**src/hdl/hsi_pkg.sv**
```systemverilog
// Package: shared types, constants and helpers for the hash set block.
package hsi_pkg;

  localparam int NumBuckets  = 64;
  localparam int BucketDepth = 8;
  localparam int HashW       = 64;
  localparam int TotalW      = 10;
  localparam int CountW      = 7;

  localparam logic [TotalW-1:0] TotalMax = '1;

  typedef enum logic {
    CMD_INSERT = 1'b0,
    CMD_LOOKUP = 1'b1
  } cmd_t;

  typedef struct packed {
    logic              cmd;
    logic signed [7:0] char_value;
    logic              last_char;
    logic              key_empty;
    logic              allow_repeats;
  } in_beat_t;

  typedef struct packed {
    logic        found;
    logic        inserted;
    logic        bucket_full;
    logic [5:0]  bucket_index;
    logic [9:0]  entry_total;
  } out_beat_t;

  // One finished key handed from the front end to the back end.
  typedef struct packed {
    logic             cmd;
    logic             allow_repeats;
    logic [HashW-1:0] hash;
  } key_job_t;

  typedef enum logic [2:0] {
    ST_IDLE,
    ST_MOD,
    ST_FILL,
    ST_SCAN,
    ST_WRITE,
    ST_DONE
  } back_state_t;

  // Fold one character: hash * 31 xor sign extended character.
  function automatic logic [HashW-1:0] fold_char(input logic [HashW-1:0] h,
                                                 input logic [7:0] c);
    logic [HashW-1:0] m;
    m = (h << 5) - h;
    return m ^ {{(HashW-8){c[7]}}, c};
  endfunction

endpackage

```
**src/hdl/hsi_queue.sv**
```systemverilog
// Two-entry queue between the front and back ends.
module hsi_queue (
  input  logic              clk,
  input  logic              rst,
  input  hsi_pkg::key_job_t in_job,
  input  logic              in_valid,
  output logic              in_stall,
  output hsi_pkg::key_job_t out_job,
  output logic              out_valid,
  input  logic              out_stall
);

  hsi_pkg::key_job_t slot [2];
  logic       wp;
  logic       rp;
  logic [1:0] cnt;
  logic       push;
  logic       pop;

  assign in_stall  = cnt[1];
  assign out_valid = cnt != 2'd0;
  assign out_job   = slot[rp];
  assign push      = in_valid && !in_stall;
  assign pop       = out_valid && !out_stall;

  always_ff @(posedge clk) begin
    if (rst) begin
      wp  <= 1'b0;
      rp  <= 1'b0;
      cnt <= '0;
    end else begin
      if (push) wp <= !wp;
      if (pop) rp <= !rp;
      cnt <= cnt + {1'b0, push} - {1'b0, pop};
    end
  end

  always_ff @(posedge clk) begin
    if (push) begin
      slot[wp] <= in_job;
    end
  end

endmodule

```
**config.mk**
```make
export PLATFORM = sky130hd
export DESIGN_NAME = hsi_queue
export DESIGN_NICKNAME = d
export VERILOG_FILES = /design/src/hdl/hsi_pkg.sv /design/src/hdl/hsi_queue.sv
export SDC_FILE = /design/constraint.sdc
export NUM_CORES = 1
export LEC_CHECK = 0
export ABC_AREA = 0
export BUFFER_PORTS_ARGS = -buffer_cell sky130_fd_sc_hd__buf_2
export CAP_MARGIN = 15
export CORE_MARGIN = 8
export CORE_UTILIZATION = 40
export DETAILED_ROUTE_END_ITERATION = 10
export RECOVER_POWER = 25
export SLEW_MARGIN = 25
export SYNTH_ARGS = -nofsm -noshare
export SYNTH_HDL_FRONTEND = slang
export SYNTH_SLANG_ARGS = --single-unit
export TNS_END_PERCENT = 1
```
**constraint.sdc**
```tcl
create_clock -name clk -period 5.3 [get_ports clk]
set_clock_uncertainty 0.2 [all_clocks]
set_input_delay 0.53 -clock clk [delete_from_list [all_inputs] [get_ports clk]]
set_output_delay 0.53 -clock clk [all_outputs]
set_load 0.05 [all_outputs]
```
# Word level (Yosys, flattened, before mapping)
# Memory sizes are Yosys's and may differ from the RTL's. A register that Yosys moved wholly into a read port is not among the register bits.
# Index checks and enable logic that the tools add are counted.
# W data, S select, Z words.
[word_totals]
regBits = 4
mem_bits_rw = 132
input_bits = 70
output_inout_bits = 68
wordCells = 17
n_memories = 1
[classes]
addsub = 2
muxes = 4
reduce_logical = 7
[memory_table]
columns = ["name", "depth", "width", "read_ports", "rd_ports_with_merged_regs", "wr", "line_no", "rtl"]
rows = [
  ["slot", 2, 66, 1, 1, 1, "hsi_queue.sv:13", "hsi_pkg::key_job_t slot [2];"],
]
[ops]
columns = ["operator", "n"]
rows = [
  ["$logic_not A1 Y1", 4],
  ["$mux W1", 4],
  ["$add A2 B1 Y2", 1],
  ["$logic_and A1 B1 Y1", 2],
  ["$reduce_bool A2 Y1", 1],
  ["$sub A2 B1 Y2", 1],
]

# Logic depth before layout (Yosys ltp)
[logic_depth]
word_depth = 4
depth_mapped = 6
depth_no_buf = 6

# Worst setup path after synthesis
# OpenSTA, ideal clock, no wires.
[synth_path]
path_type = "reg-to-reg"
start = "reg cnt[1]"
end = "mem slot[0][0] (netlist name), enable pin"
arrival_ps = 3570
required_ps = 4610
path_slack_ps = 1039
path_stages_with_launch = 3
n_path_buf = 0
period_less_slack_ps = 4261
path_cell_list = "dfxtp_1 -> nand2b_2 -> nor2_1"
[synth_between]
elab_chain_cells = 4
[synth_lines]
columns = ["item", "line_no", "rtl"]
rows = [
  ["start: declaration", "hsi_queue.sv:16", "logic [1:0] cnt;"],
  ["start signal: assignment", "hsi_queue.sv:34", "cnt <= cnt + {1'b0, push} - {1'b0, pop};"],
  ["$logic_not A1 Y1", "hsi_queue.sv:23", "assign push = in_valid && !in_stall;"],
  ["$logic_and A1 B1 Y1", "hsi_queue.sv:23", ""],
  ["$mux W1", "hsi_queue.sv:39", "if (push) begin"],
  ["$mux W1 (implied by the code)", "hsi_queue.sv:40", "slot[wp] <= in_job;"],
  ["end: declaration", "hsi_queue.sv:13", ""],
]
# No other way between the ends.

==> reports/qor.csv <==
stage,metric,value,unit
yosys,yosysWarnings,0,
drt,detail_route.wl_per_cell,17.3,um
power,ir_worst_vdd,267,uV
yosys,synth_top_family_by_area,multiplexers,
final_layout,drive_above_1_share,0.543,
worst_hold_path,hold-path-cell-count,1,
final_layout,stdcell_count,570,
timing,finalSetupViolCount,0,
grt,grt_pass1_wl,14.6,mm
yosys,synth_compound_area_frac,0.00606,
drt,ant_nets,0,
grt,overflow,0,
critical_path,r2r_end,slot[0][4]$_DFFE_PP_,
clock_tree,cts_made_buffers,17,
grt,grt_use_met1,0.141,
grt,grt_pass1_vias,2782,
worst_hold_path,min-delay-path-class,in2reg,
yosys,syn_inst,233,
clock_tree,clk_pin_slew_worst_paths,0.05,ns
timing,fmax,361,MHz
drt,drt-total-wl,9.87,mm
yosys,synth_area_per_cell,22.2,um^2
grt,antenna_found_initial,1,
critical_path,rr_startpoint,cnt[1]$_SDFF_PP0_,
drt,dr.pass1.iters,4,
drt,drcViolationCount,0,
die,start_util,0.409,
timing,slew_violations,0,
die,dieArea,16800,um^2
final_layout,multi_input_area,1040,um^2
final_layout,antennaDiodeCount,0,
critical_path,critical_path_class,reg2out,
yosys,synthesis.nets,304,
power,leakage,2.47,nW
timing,rsz0062_at_grt,no,
critical_path,start_kind,register,
die,die_w,130,um
yosys,yosysTopAreaCellShare,0.768,
placed_design,dp_cells,538,
yosys,synth_adder_area_share,0.00242,
final_layout,regArea,4070,um^2
timing,period_needed,2.77,ns
final_layout,nets,456,
timing,tns,0,ns
final_layout,nFillCells,1100,
critical_path,cp.arrival,2.04,ns
grt,busiest_layer,met2,
grt,grtUsageTotal,0.120,
final_layout,final_common_cell,edfxtp_1,
yosys,yosys.area_share.xor_xnor,0.00170,
clock_tree,insertion_delay,0.40,ns
clock_tree,post-cts-setup-buffer-count,0,
critical_path,rr_worst_depth,3,
clock_tree,cts_hold_buffers,0,
die,core.rowCount,41,
die,io_pins,138,
timing,timing.final.hold_violations,0,
yosys,synth_top_area_cell,edfxtp_1,
worst_hold_path,holdPathEnd,slot[1][15]$_DFFE_PP_,
worst_hold_path,worstHoldStart,in_job[15],
timing,slew-limit-headroom,0.388,
grt,grt_use_met2,0.177,
grt,met3_usage,0.0649,
die,core,12600,um^2
yosys,yosysUniqueCellTypes,21,
power,power_density,496,nW/um^2
placed_design,place_area,6060,um^2
timing,min_period_over_period,0.522,
yosys,ys_ff_latch,137,
critical_path,rrSetupSlack,2.78,ns
clock_tree,cts_tree,done,
yosys,yosysSeqAreaShare,0.787,
clock_tree,clockBufferDepth,2,
placed_design,routabilityCongestion,0.717,
final_layout,fin_area,6540,um^2
timing,tightest_slew,0.916,ns
critical_path,worst_setup_path_end_kind,output pin,
yosys,synth-simple-area-share,0.0150,
timing,setup_ws,2.53,ns
clock_tree,postCtsResizedCells,0,
clock_tree,cts.htree.levels,4,
critical_path,worstPathRequired,4.57,ns
flow_run,cap_viol_max_count,0,
die,die_h,130,um
critical_path,crit_path_max_fanout,37,
placed_design,dp_slack,2.57,ns
drt,drt_first_iter_violations,166,
drt,viasPerCell,4.56,
drt,num_vias,2601,
clock_tree,clock_sinks,137,
status,status,completed,
placed_design,hpwl,6.74,mm
placed_design,io_buffers,137,
final_layout,area_growth,26.6,%
final_layout,final_util,0.518,
yosys,synth.area.mux_share,0.173,
yosys,synthesis.area,5160,um^2
grt,grt_max_degree,38,
clock_tree,clock-root-buffer,clkbuf_16,
yosys,synthTopCellsByArea,"edfxtp_1 (77%), mux2_4 (12%), mux2_2 (5.7%)",
final_layout,final_cell_mix,"edfxtp_1 (132), buf_2 (123), mux2_4 (40)",
-- where the power goes --
group          leakage (nW)  switching (W)  internal, W  total [W]
registers              1.28      0.0000552      0.00133    0.00139
clock network         0.233       0.000372     0.000610   0.000982
logic                 0.960       0.000606     0.000269   0.000875
-- Yosys cell counts --
| library cell | n |
|---|---|
| mux2_2 | 26 |
| nor2b_1 | 2 |
| inv_1 | 3 |
| nor2_1 | 4 |
| and2_2 | 1 |
| xnor2_1 | 1 |
| buf_6 | 4 |
| edfxtp_1 | 132 |
| buf_2 | 2 |
| nor3_1 | 1 |
| buf_4 | 1 |
| dfxtp_1 | 5 |
| a21oi_1 | 3 |
| o21ai_0 | 2 |
| or3_1 | 1 |
| nand2b_2 | 1 |
| ha_1 | 1 |
| o22ai_1 | 1 |
| nor3b_1 | 1 |
| mux2_4 | 40 |
| nor4b_2 | 1 |
-- metrics by stage --
step	power (W)	hold slack (ns)
after global placement	0.00229	0.284
after global routing	0.00338	0.0886
after CTS	0.00329	0.0875
final	0.00324	0.113
after floorplan	0.00211	0.274
after detailed placement	0.00230	0.318
-- flip-flops by register name, summed over array words and instances, names as in the netlist, named ones only --
signal and flops:
rp 1, cnt 2, wp 1, slot 132
-- layout make-up --
class	instances	area share
Sequential cell	137	0.622
Timing Repair Buffer	140	0.109
Inverter	3	0.00172
Tap cell	172	0.0329
Clock buffer	32	0.0752
Multi-Input combinational cell	86	0.159
-- routing by layer --
metal / vias to the layer above / routed length, um
li1: 1220 / -
met1: 1265 / 4330
met2: 100 / 4430
met3: 14 / 1000
met4: 2 / 102
met5: - / 8
-- worst max path at each step --
stage	start	cells past startpoint	end	slack, ns
after global placement	in_valid	4	slot[1][12]$_DFFE_PP_	2.57
after detailed placement	in_valid	4	slot[1][44]$_DFFE_PP_	2.57
after floorplan	cnt[1]$_SDFF_PP0_	2	slot[0][0]$_DFFE_PP_	1.04
after CTS	register	3	out_job[22]	2.46
final	register	3	out_job[22]	2.53
after global routing	register	3	out_job[22]	2.42
-- critical path, cell delays in order, from the launching register on --
cell,delay (ns)
dfxtp_4,0.71
buf_16,0.31
mux2_2,0.38
buf_2,0.22
-- logic make-up after synthesis --
logic type	Yosys count
simple gates	12
compound gates	6
buf+inv	10
mux	66
fa+ha+maj	1
flops	137
xor+xnor	1
Power figures use the tool's default switching activity.
