<file path="src/hdl/hsi_pkg.sv">
// Package: shared types, constants and helpers for the hash set block.
package hsi_pkg;

  localparam int NumBuckets  = 64;
  localparam int BucketDepth = 8;
  localparam int HashW       = 64;
  localparam int TotalW      = 10;
  localparam int CountW      = 7;

  localparam logic [TotalW-1:0] TotalMax = '1;

  typedef enum logic {
    CMD_INSERT = 1'b0,
    CMD_LOOKUP = 1'b1
  } cmd_t;

  typedef struct packed {
    logic              cmd;
    logic signed [7:0] char_value;
    logic              last_char;
    logic              key_empty;
    logic              allow_repeats;
  } in_beat_t;

  typedef struct packed {
    logic        found;
    logic        inserted;
    logic        bucket_full;
    logic [5:0]  bucket_index;
    logic [9:0]  entry_total;
  } out_beat_t;

  // One finished key handed from the front end to the back end.
  typedef struct packed {
    logic             cmd;
    logic             allow_repeats;
    logic [HashW-1:0] hash;
  } key_job_t;

  typedef enum logic [2:0] {
    ST_IDLE,
    ST_MOD,
    ST_FILL,
    ST_SCAN,
    ST_WRITE,
    ST_DONE
  } back_state_t;

  // Fold one character: hash * 31 xor sign extended character.
  function automatic logic [HashW-1:0] fold_char(input logic [HashW-1:0] h,
                                                 input logic [7:0] c);
    logic [HashW-1:0] m;
    m = (h << 5) - h;
    return m ^ {{(HashW-8){c[7]}}, c};
  endfunction

endpackage

</file>
<file path="src/hdl/hsi_front.sv">
// Front end: fold characters into the running hash and emit finished keys.
module hsi_front (
  input  logic                     clk,
  input  logic                     rst,
  input  hsi_pkg::in_beat_t        in_data,
  input  logic                     in_valid,
  output logic                     in_stall,
  output hsi_pkg::key_job_t        job,
  output logic                     job_valid,
  input  logic                     job_stall
);

  logic [hsi_pkg::HashW-1:0] acc;
  logic [hsi_pkg::HashW-1:0] folded;
  logic                      take;
  logic                      finish;

  // Stall only when a finished key is waiting and the queue is full.
  assign in_stall = job_valid && job_stall;
  assign take     = in_valid && !in_stall;
  assign folded   = hsi_pkg::fold_char(acc, in_data.char_value);
  assign finish   = in_data.key_empty || in_data.last_char;

  always_ff @(posedge clk) begin
    if (rst) begin
      acc       <= '0;
      job_valid <= 1'b0;
    end else begin
      if (take && finish) begin
        job_valid <= 1'b1;
      end else if (job_valid && !job_stall) begin
        job_valid <= 1'b0;
      end
      if (take) begin
        if (finish) begin
          acc <= '0;
        end else begin
          acc <= folded;
        end
      end
    end
  end

  always_ff @(posedge clk) begin
    if (take && finish) begin
      job.cmd           <= in_data.cmd;
      job.allow_repeats <= in_data.allow_repeats;
      job.hash          <= in_data.key_empty ? '0 : folded;
    end
  end

endmodule

</file>
<file path="config.mk">
export PLATFORM = sky130hd
export DESIGN_NAME = hsi_front
export DESIGN_NICKNAME = d
export VERILOG_FILES = /design/src/hdl/hsi_pkg.sv /design/src/hdl/hsi_front.sv
export SDC_FILE = /design/constraint.sdc
export NUM_CORES = 1
export LEC_CHECK = 0
export BUFFER_PORTS_ARGS = -buffer_cell sky130_fd_sc_hd__buf_2
export CORE_MARGIN = 2
export CORE_UTILIZATION = 31
export CTS_BUF_LIST = sky130_fd_sc_hd__clkbuf_16
export CTS_CLUSTER_DIAMETER = 40
export DETAILED_ROUTE_END_ITERATION = 8
export GPL_ROUTABILITY_DRIVEN = 0
export GPL_TIMING_DRIVEN = 0
export PLACE_DENSITY = 0.56
export SETUP_SLACK_MARGIN = 0.4
export SYNTH_ARGS = -nofsm -noshare
export SYNTH_HDL_FRONTEND = slang
export SYNTH_SLANG_ARGS = --single-unit
export TNS_END_PERCENT = 1
</file>
<file path="constraint.sdc">
create_clock -name clk -period 4.6 [get_ports clk]
set_input_delay 0 -clock clk [delete_from_list [all_inputs] [get_ports clk]]
set_output_delay 0 -clock clk [all_outputs]
set_load 0.02 [all_outputs]
</file>
---- Yosys cells after proc, flatten, opt, wreduce, memory -nomap -nowiden ----
Index checks and enable logic that the tools add are counted.
operators by class
  add/sub/neg operators ................... 1
  $mul .................................... 0
  div/mod/pow operators ................... 0
  magnitude comparators ................... 0
  equal/unequal tests ..................... 0
  shift-type cells ........................ 0
  mux-type cells .......................... 3
  bitwise operators ....................... 1
  reduce and logical (&&, ||, !) cells .... 8
operators with widths
  operator            count
  2-to-1 mux 64 bit   1
  subtractor 64 bit   1
  XOR 64 bit          1
  logical AND 1 bit   4
  logical NOT 1 bit   2
  2-to-1 mux 1 bit    2
  nonzero test 2 bit  1
  logical OR 1 bit    1
word-level totals
  register bits ........................... 131
  bits in latches ......................... 0
  memory bits (writable) .................. 0
  bits in read-only memories .............. 0
  bits of input ports ..................... 16
  output and inout port bits .............. 68
  memories kept ........................... 0

---- Depth between registers and ports, before layout ----
  depth in word-level cells ............... 5
  gate-level depth with buffers ........... 12
  mapped depth without buffers ............ 11

---- Worst setup path after synthesis ----
Ideal clock, no wire load.
  kind .................................... reg-to-reg
  start ................................... register acc[2] in the netlist's numbering
  end ..................................... register job[55] in the netlist's numbering (data pin)
  data arrival time ....................... 3.087 ns
  data required time ...................... 4.345 ns
  path slack .............................. 1.258 ns
  stages on the path, launching flop included .. 11
  path buffers ............................ 1
  period minus slack after synthesis ...... 3.342 ns
  path through ............................ dfxtp_1 buf_6 or4_4 o31a_1 or4b_4 a31o_1 a211o_1 a211o_1 a21o_1 a21o_1 and3_1
between the ends
  word-level cells in the longest chain between the ends .. 2
RTL lines
  item                    line             text
  start, declared         hsi_front.sv:13  logic [hsi_pkg::HashW-1:0] acc;
  start signal, assigned  hsi_front.sv:38  acc <= folded;
  subtractor 64 bit       hsi_pkg.sv:53    m = (h << 5) - h;
  XOR 64 bit              hsi_pkg.sv:54    return m ^ {{(HashW-8){c[7]}}, c};
  end, declared           hsi_front.sv:8   output hsi_pkg::key_job_t job,
No other way between the ends.
A chain may end at the register's enable or synchronous reset.

---- Final worst setup path ----
  start ................................... register acc[0] in the netlist's numbering
  end ..................................... register job[44] in the netlist's numbering (data pin)
The elaborated chain is that of the path after synthesis.

==> results summary <==
The number of warning messages in the yosys log is 0. The hold violation total from the final report is 0. For this configuration, the core starts out at a cell density of 31.45%. The critical path ends at job[44]$_SDFFCE_PP0P_. The residual antenna-violating net count after detailed routing is 0. Dividing the detail-routed via count by the number of cells gives 5.105. Of all nets on the critical path, the largest fanout is 6.

The delay of the slowest cell on the worst path is 820 ps. The violation count after the first detailed-route iteration came out at 623. The relative slew slack is between 20 and 25%. The horizontal die dimension came out at 174.4 microns. STA classifies the critical path endpoint as a flip-flop.

The cell with the largest stage delay on the worst path is a2111oi_0. The data arrival time of the critical path came out at 4120 ps. The start-to-end type of the worst setup path is flip-flop to flip-flop.

The fmax is between 200 and 300 MHz. The post-route netlist has 10.33% of its cells at a drive strength greater than 1. In this run the critical register-to-register path is captured at job[44]$_SDFFCE_PP0P_. Measured in cells, the most critical reg-to-reg path has a length of 11.

The average wire per standard cell came out at 17.08 microns. The clock sink count is 131. The sequential standard cell area came out at 3283 sq um. STA classifies the critical path startpoint as a flip-flop. The cell area that synthesis handed to floorplanning was 9001 sq um. The average size of a mapped cell came out at 8.722 sq um. The core area came out at 28630 sq um. For the worst setup path, the data required time is 4810 ps. The number of port buffers is 82. The worst register-to-register path begins at acc[0]$_SDFFE_PP0P_. The via count of the first global-routing pass is 7497. The count of inserted antenna diode cells is 0.

The critical path starts at acc[0]$_SDFFE_PP0P_. The remaining routing DRC violations is 0. The later pin in the worst-skew pair is clocked with a latency of 440 ps. The max-slew violation count is 0. The die covers 30420 sq um. Among all flip-flop cells after synthesis, the most frequent one is edfxtp_1.

For this run, the number of standard cells in the final layout without fillers is 1536. The setup check on the worst reg-to-reg path leaves a slack of 690 ps. The routed design could run at a clock period as short as 3907 ps. The run finished with clean final reports.

The max-capacitance violation count is 0. The cell count of the worst hold path came out at 4. The total of fill cells in the finished design came out at between 2000 and 3000.

The total vias in the final route is 7842. The number of antenna violations at the first check in global routing came out at 0. The layout overhead on the synthesized area came out at 16.61%. The wire length of the first global-routing pass is 41280 microns. The net count after synthesis is 1107.

The clock input transition at the sequential cells of the worst setup and hold paths is 60 ps. The placement row count came out at 62. TritonCTS built the clock tree. The post-cts hold buffer count is 6. Entering global routing, the biggest net connects between 60 and 70 pins. The number of distinct standard cells referenced by the synthesized netlist is 57. The total of flip-flops plus latches after synthesis is between 100 and 150. For this run, the total global-route usage over all layers was measured as 17.42%. The area used by multi-input combinational logic is ~5200 sq um.

After synthesis, the share of flip-flops with an asynchronous set or reset is 0%. The H-tree was split into 4 levels. The number of detailed-routing iterations run before antenna repair is 5. The setup fix buffers added after clock tree synthesis came out at 0. Across the routed clock network, the largest skew measured is 14.94 ps. The height of the chip is 174.4 microns.

The worst-margin pin slew came out at 1161 ps. The number of top-level design ports came out at 84. The final setup violation count came out at 0.

The critical path goes through inv_1, ha_1, nor4b_1, a221o_1, nand4_1, a2111oi_0, o21ba_2, o21ai_1, or3_1, and3_1, nor3_1. The classification of the worst-slack hold path is input port to flip-flop. The instance count after placement with tap cells included is approximately 1500.

The cell area power density came out at 747.9 nW/um^2. The part of the cycle the worst path needs is between 80 and 90%. The worst ir drop on vdd is between 0.0003 and 0.0004 V. Clock tree synthesis inserted a total of 17 buffers. The HPWL after detailed placement is ~19000 microns. The post-place instance area came out at 9894 sq um. The sequential-to-total area share from yosys stat is between 30% and 40%. Summed over all layers, the routed wires come to approximately 26000 microns. The final-stage net count is 1214. Setup repair after global routing left no endpoint under its margin.

The static leakage is 4.429 nW. The number of synthesized flops with an enable pin is 66. The post-synthesis instance total came out at slightly above 1000. Once layout is done, the placed cells without fillers occupy 10500 sq um. The tree is rooted in a clkbuf_16. The total global routing overflow came out at 0. After routing, the total negative slack on setup checks comes to 0 ps. The count of cells resized by post-cts repair is 0.

The clock tree buffer depth is 2.
==> logic make-up after synthesis <==
logic type | Yosys count | share of synthesized area [%]
AO/OA/AOI/OAI | 303 | 22.60
XOR/XNOR | 118 | 11.63
adder cells (fa/ha/maj) | 59 | 8.201
buffers and inverters | 141 | 5.963
flip-flops | 131 | 36.47
multiplexers | 1 | 0.1112
AND/OR/NAND/NOR | 279 | 15.01
==> metrics by stage <==
| stage | util (%) | total power (W) | setup WS, ps | hold slack (ps) |
|---|---|---|---|---|
| after floorplan | - | 0.005300 | 1258 | 98.87 |
| after global placement | 34.56 | 0.006492 | 802.3 | 181.4 |
| after detailed placement | 34.57 | 0.006482 | 802.9 | 182.8 |
| after CTS | 36.67 | 0.007841 | 755.5 | 13.71 |
| after global routing | 36.67 | 0.008457 | 486.9 | 31.44 |
| final | 36.67 | 0.007850 | 693.1 | 21.22 |
==> sequential cells by signal (all words and copies together), names as in the netlist <==
| register | flops |
|---|---|
| job | 66 |
| job_valid | 1 |
| acc | 64 |
==> metal layers <==
| layer | vias up | global-route usage [%] | share of wire, % |
|---|---|---|---|
| met2 | 242 | 27.43 | 44 |
| met3 | 36 | 3.325 | 5.4 |
| met5 | - | 0 | 0 |
| met4 | 0 | 4.972 | 1.8 |
| met1 | 3677 | 24.26 | 49 |
| li1 | 3887 | - | - |
==> synth_stat cells, drive strengths merged, types with 2 or more instances <==
cell | count | share of area [%]
a2111oi | 6 | 0.81
a211o | 5 | 0.49
a211oi | 4 | 0.33
a21boi | 3 | 0.25
a21o | 37 | 3.1
a21oi | 79 | 4.4
a221oi | 2 | 0.19
a22o | 14 | 1.4
a22oi | 25 | 2.1
a31oi | 3 | 0.21
a32o | 7 | 0.78
and2 | 41 | 2.8
and3 | 12 | 0.83
buf | 4 | 0.25
clkbuf | 56 | 2.3
dfxtp | 65 | 14
edfxtp | 66 | 22
ha | 59 | 8.2
inv | 81 | 3.4
nand2 | 76 | 3.2
nand3 | 11 | 0.61
nand4 | 27 | 1.9
nor2 | 80 | 3.3
nor3 | 9 | 0.50
o211ai | 12 | 1.0
o21a | 14 | 1.2
o21ai | 51 | 2.8
o21bai | 21 | 1.8
o311ai | 2 | 0.19
o31a | 2 | 0.19
o31ai | 8 | 0.67
or2 | 3 | 0.21
or3 | 11 | 0.76
or4 | 3 | 0.29
xnor2 | 90 | 8.8
xor2 | 27 | 2.6
==> cells in the final DEF, fill, tap and decap left out, drive strengths merged, types with 14 or more instances in the layout <==
| master | count |
|---|---|
| ha | 59 |
| buf | 86 |
| a21oi | 79 |
| edfxtp | 66 |
| o21a | 14 |
| a22oi | 25 |
| and2 | 41 |
| clkbuf | 73 |
| xnor2 | 90 |
| nand4 | 27 |
| o21ai | 51 |
| dfxtp | 65 |
| xor2 | 27 |
| inv | 83 |
| nor2 | 80 |
| nand2 | 76 |
| a22o | 14 |
| o21bai | 21 |
| a21o | 37 |
==> final cells by class <==
type	instances	share of cell area [%]
multi-input cells	760	49.36
flip-flops and latches	131	31.28
well taps	384	4.577
repair buffers	88	4.482
clock buffers	17	4.053
inverters	81	2.920
plain buffers	60	2.217
clock inverters	15	1.109
==> critical path: cells and delay by family, from the launching register on <==
family          cells  cell delay [ps]
fa+ha+maj           1              200
compound gates      4             1560
simple gates        5             1450
buf+inv             1              100
flops               1              370
==> worst min-delay path by stage <==
stage / start / to / slack [ps]
floorplan: in_data[0] / job[64]$_DFFE_PP_ / 100
global placement: in_data[0] / job[64]$_DFFE_PP_ / 180
detailed placement: in_data[11] / job[65]$_DFFE_PP_ / 180
CTS: in_data[7] / acc[4]$_SDFFE_PP0P_ / 10
global route: in_data[7] / acc[4]$_SDFFE_PP0P_ / 30
finish: in_data[7] / acc[4]$_SDFFE_PP0P_ / 20
==> report_power, final <==
| group | total [W] | switching (W) | leakage (nW) | internal, W |
|---|---|---|---|---|
| Sequential | 0.00173 | 0.000129 | 1.17 | 0.00160 |
| Clock | 0.00130 | 0.000569 | 0.255 | 0.000735 |
| Combinational | 0.00481 | 0.00293 | 3.00 | 0.00189 |
Power figures use the tool's default switching activity.
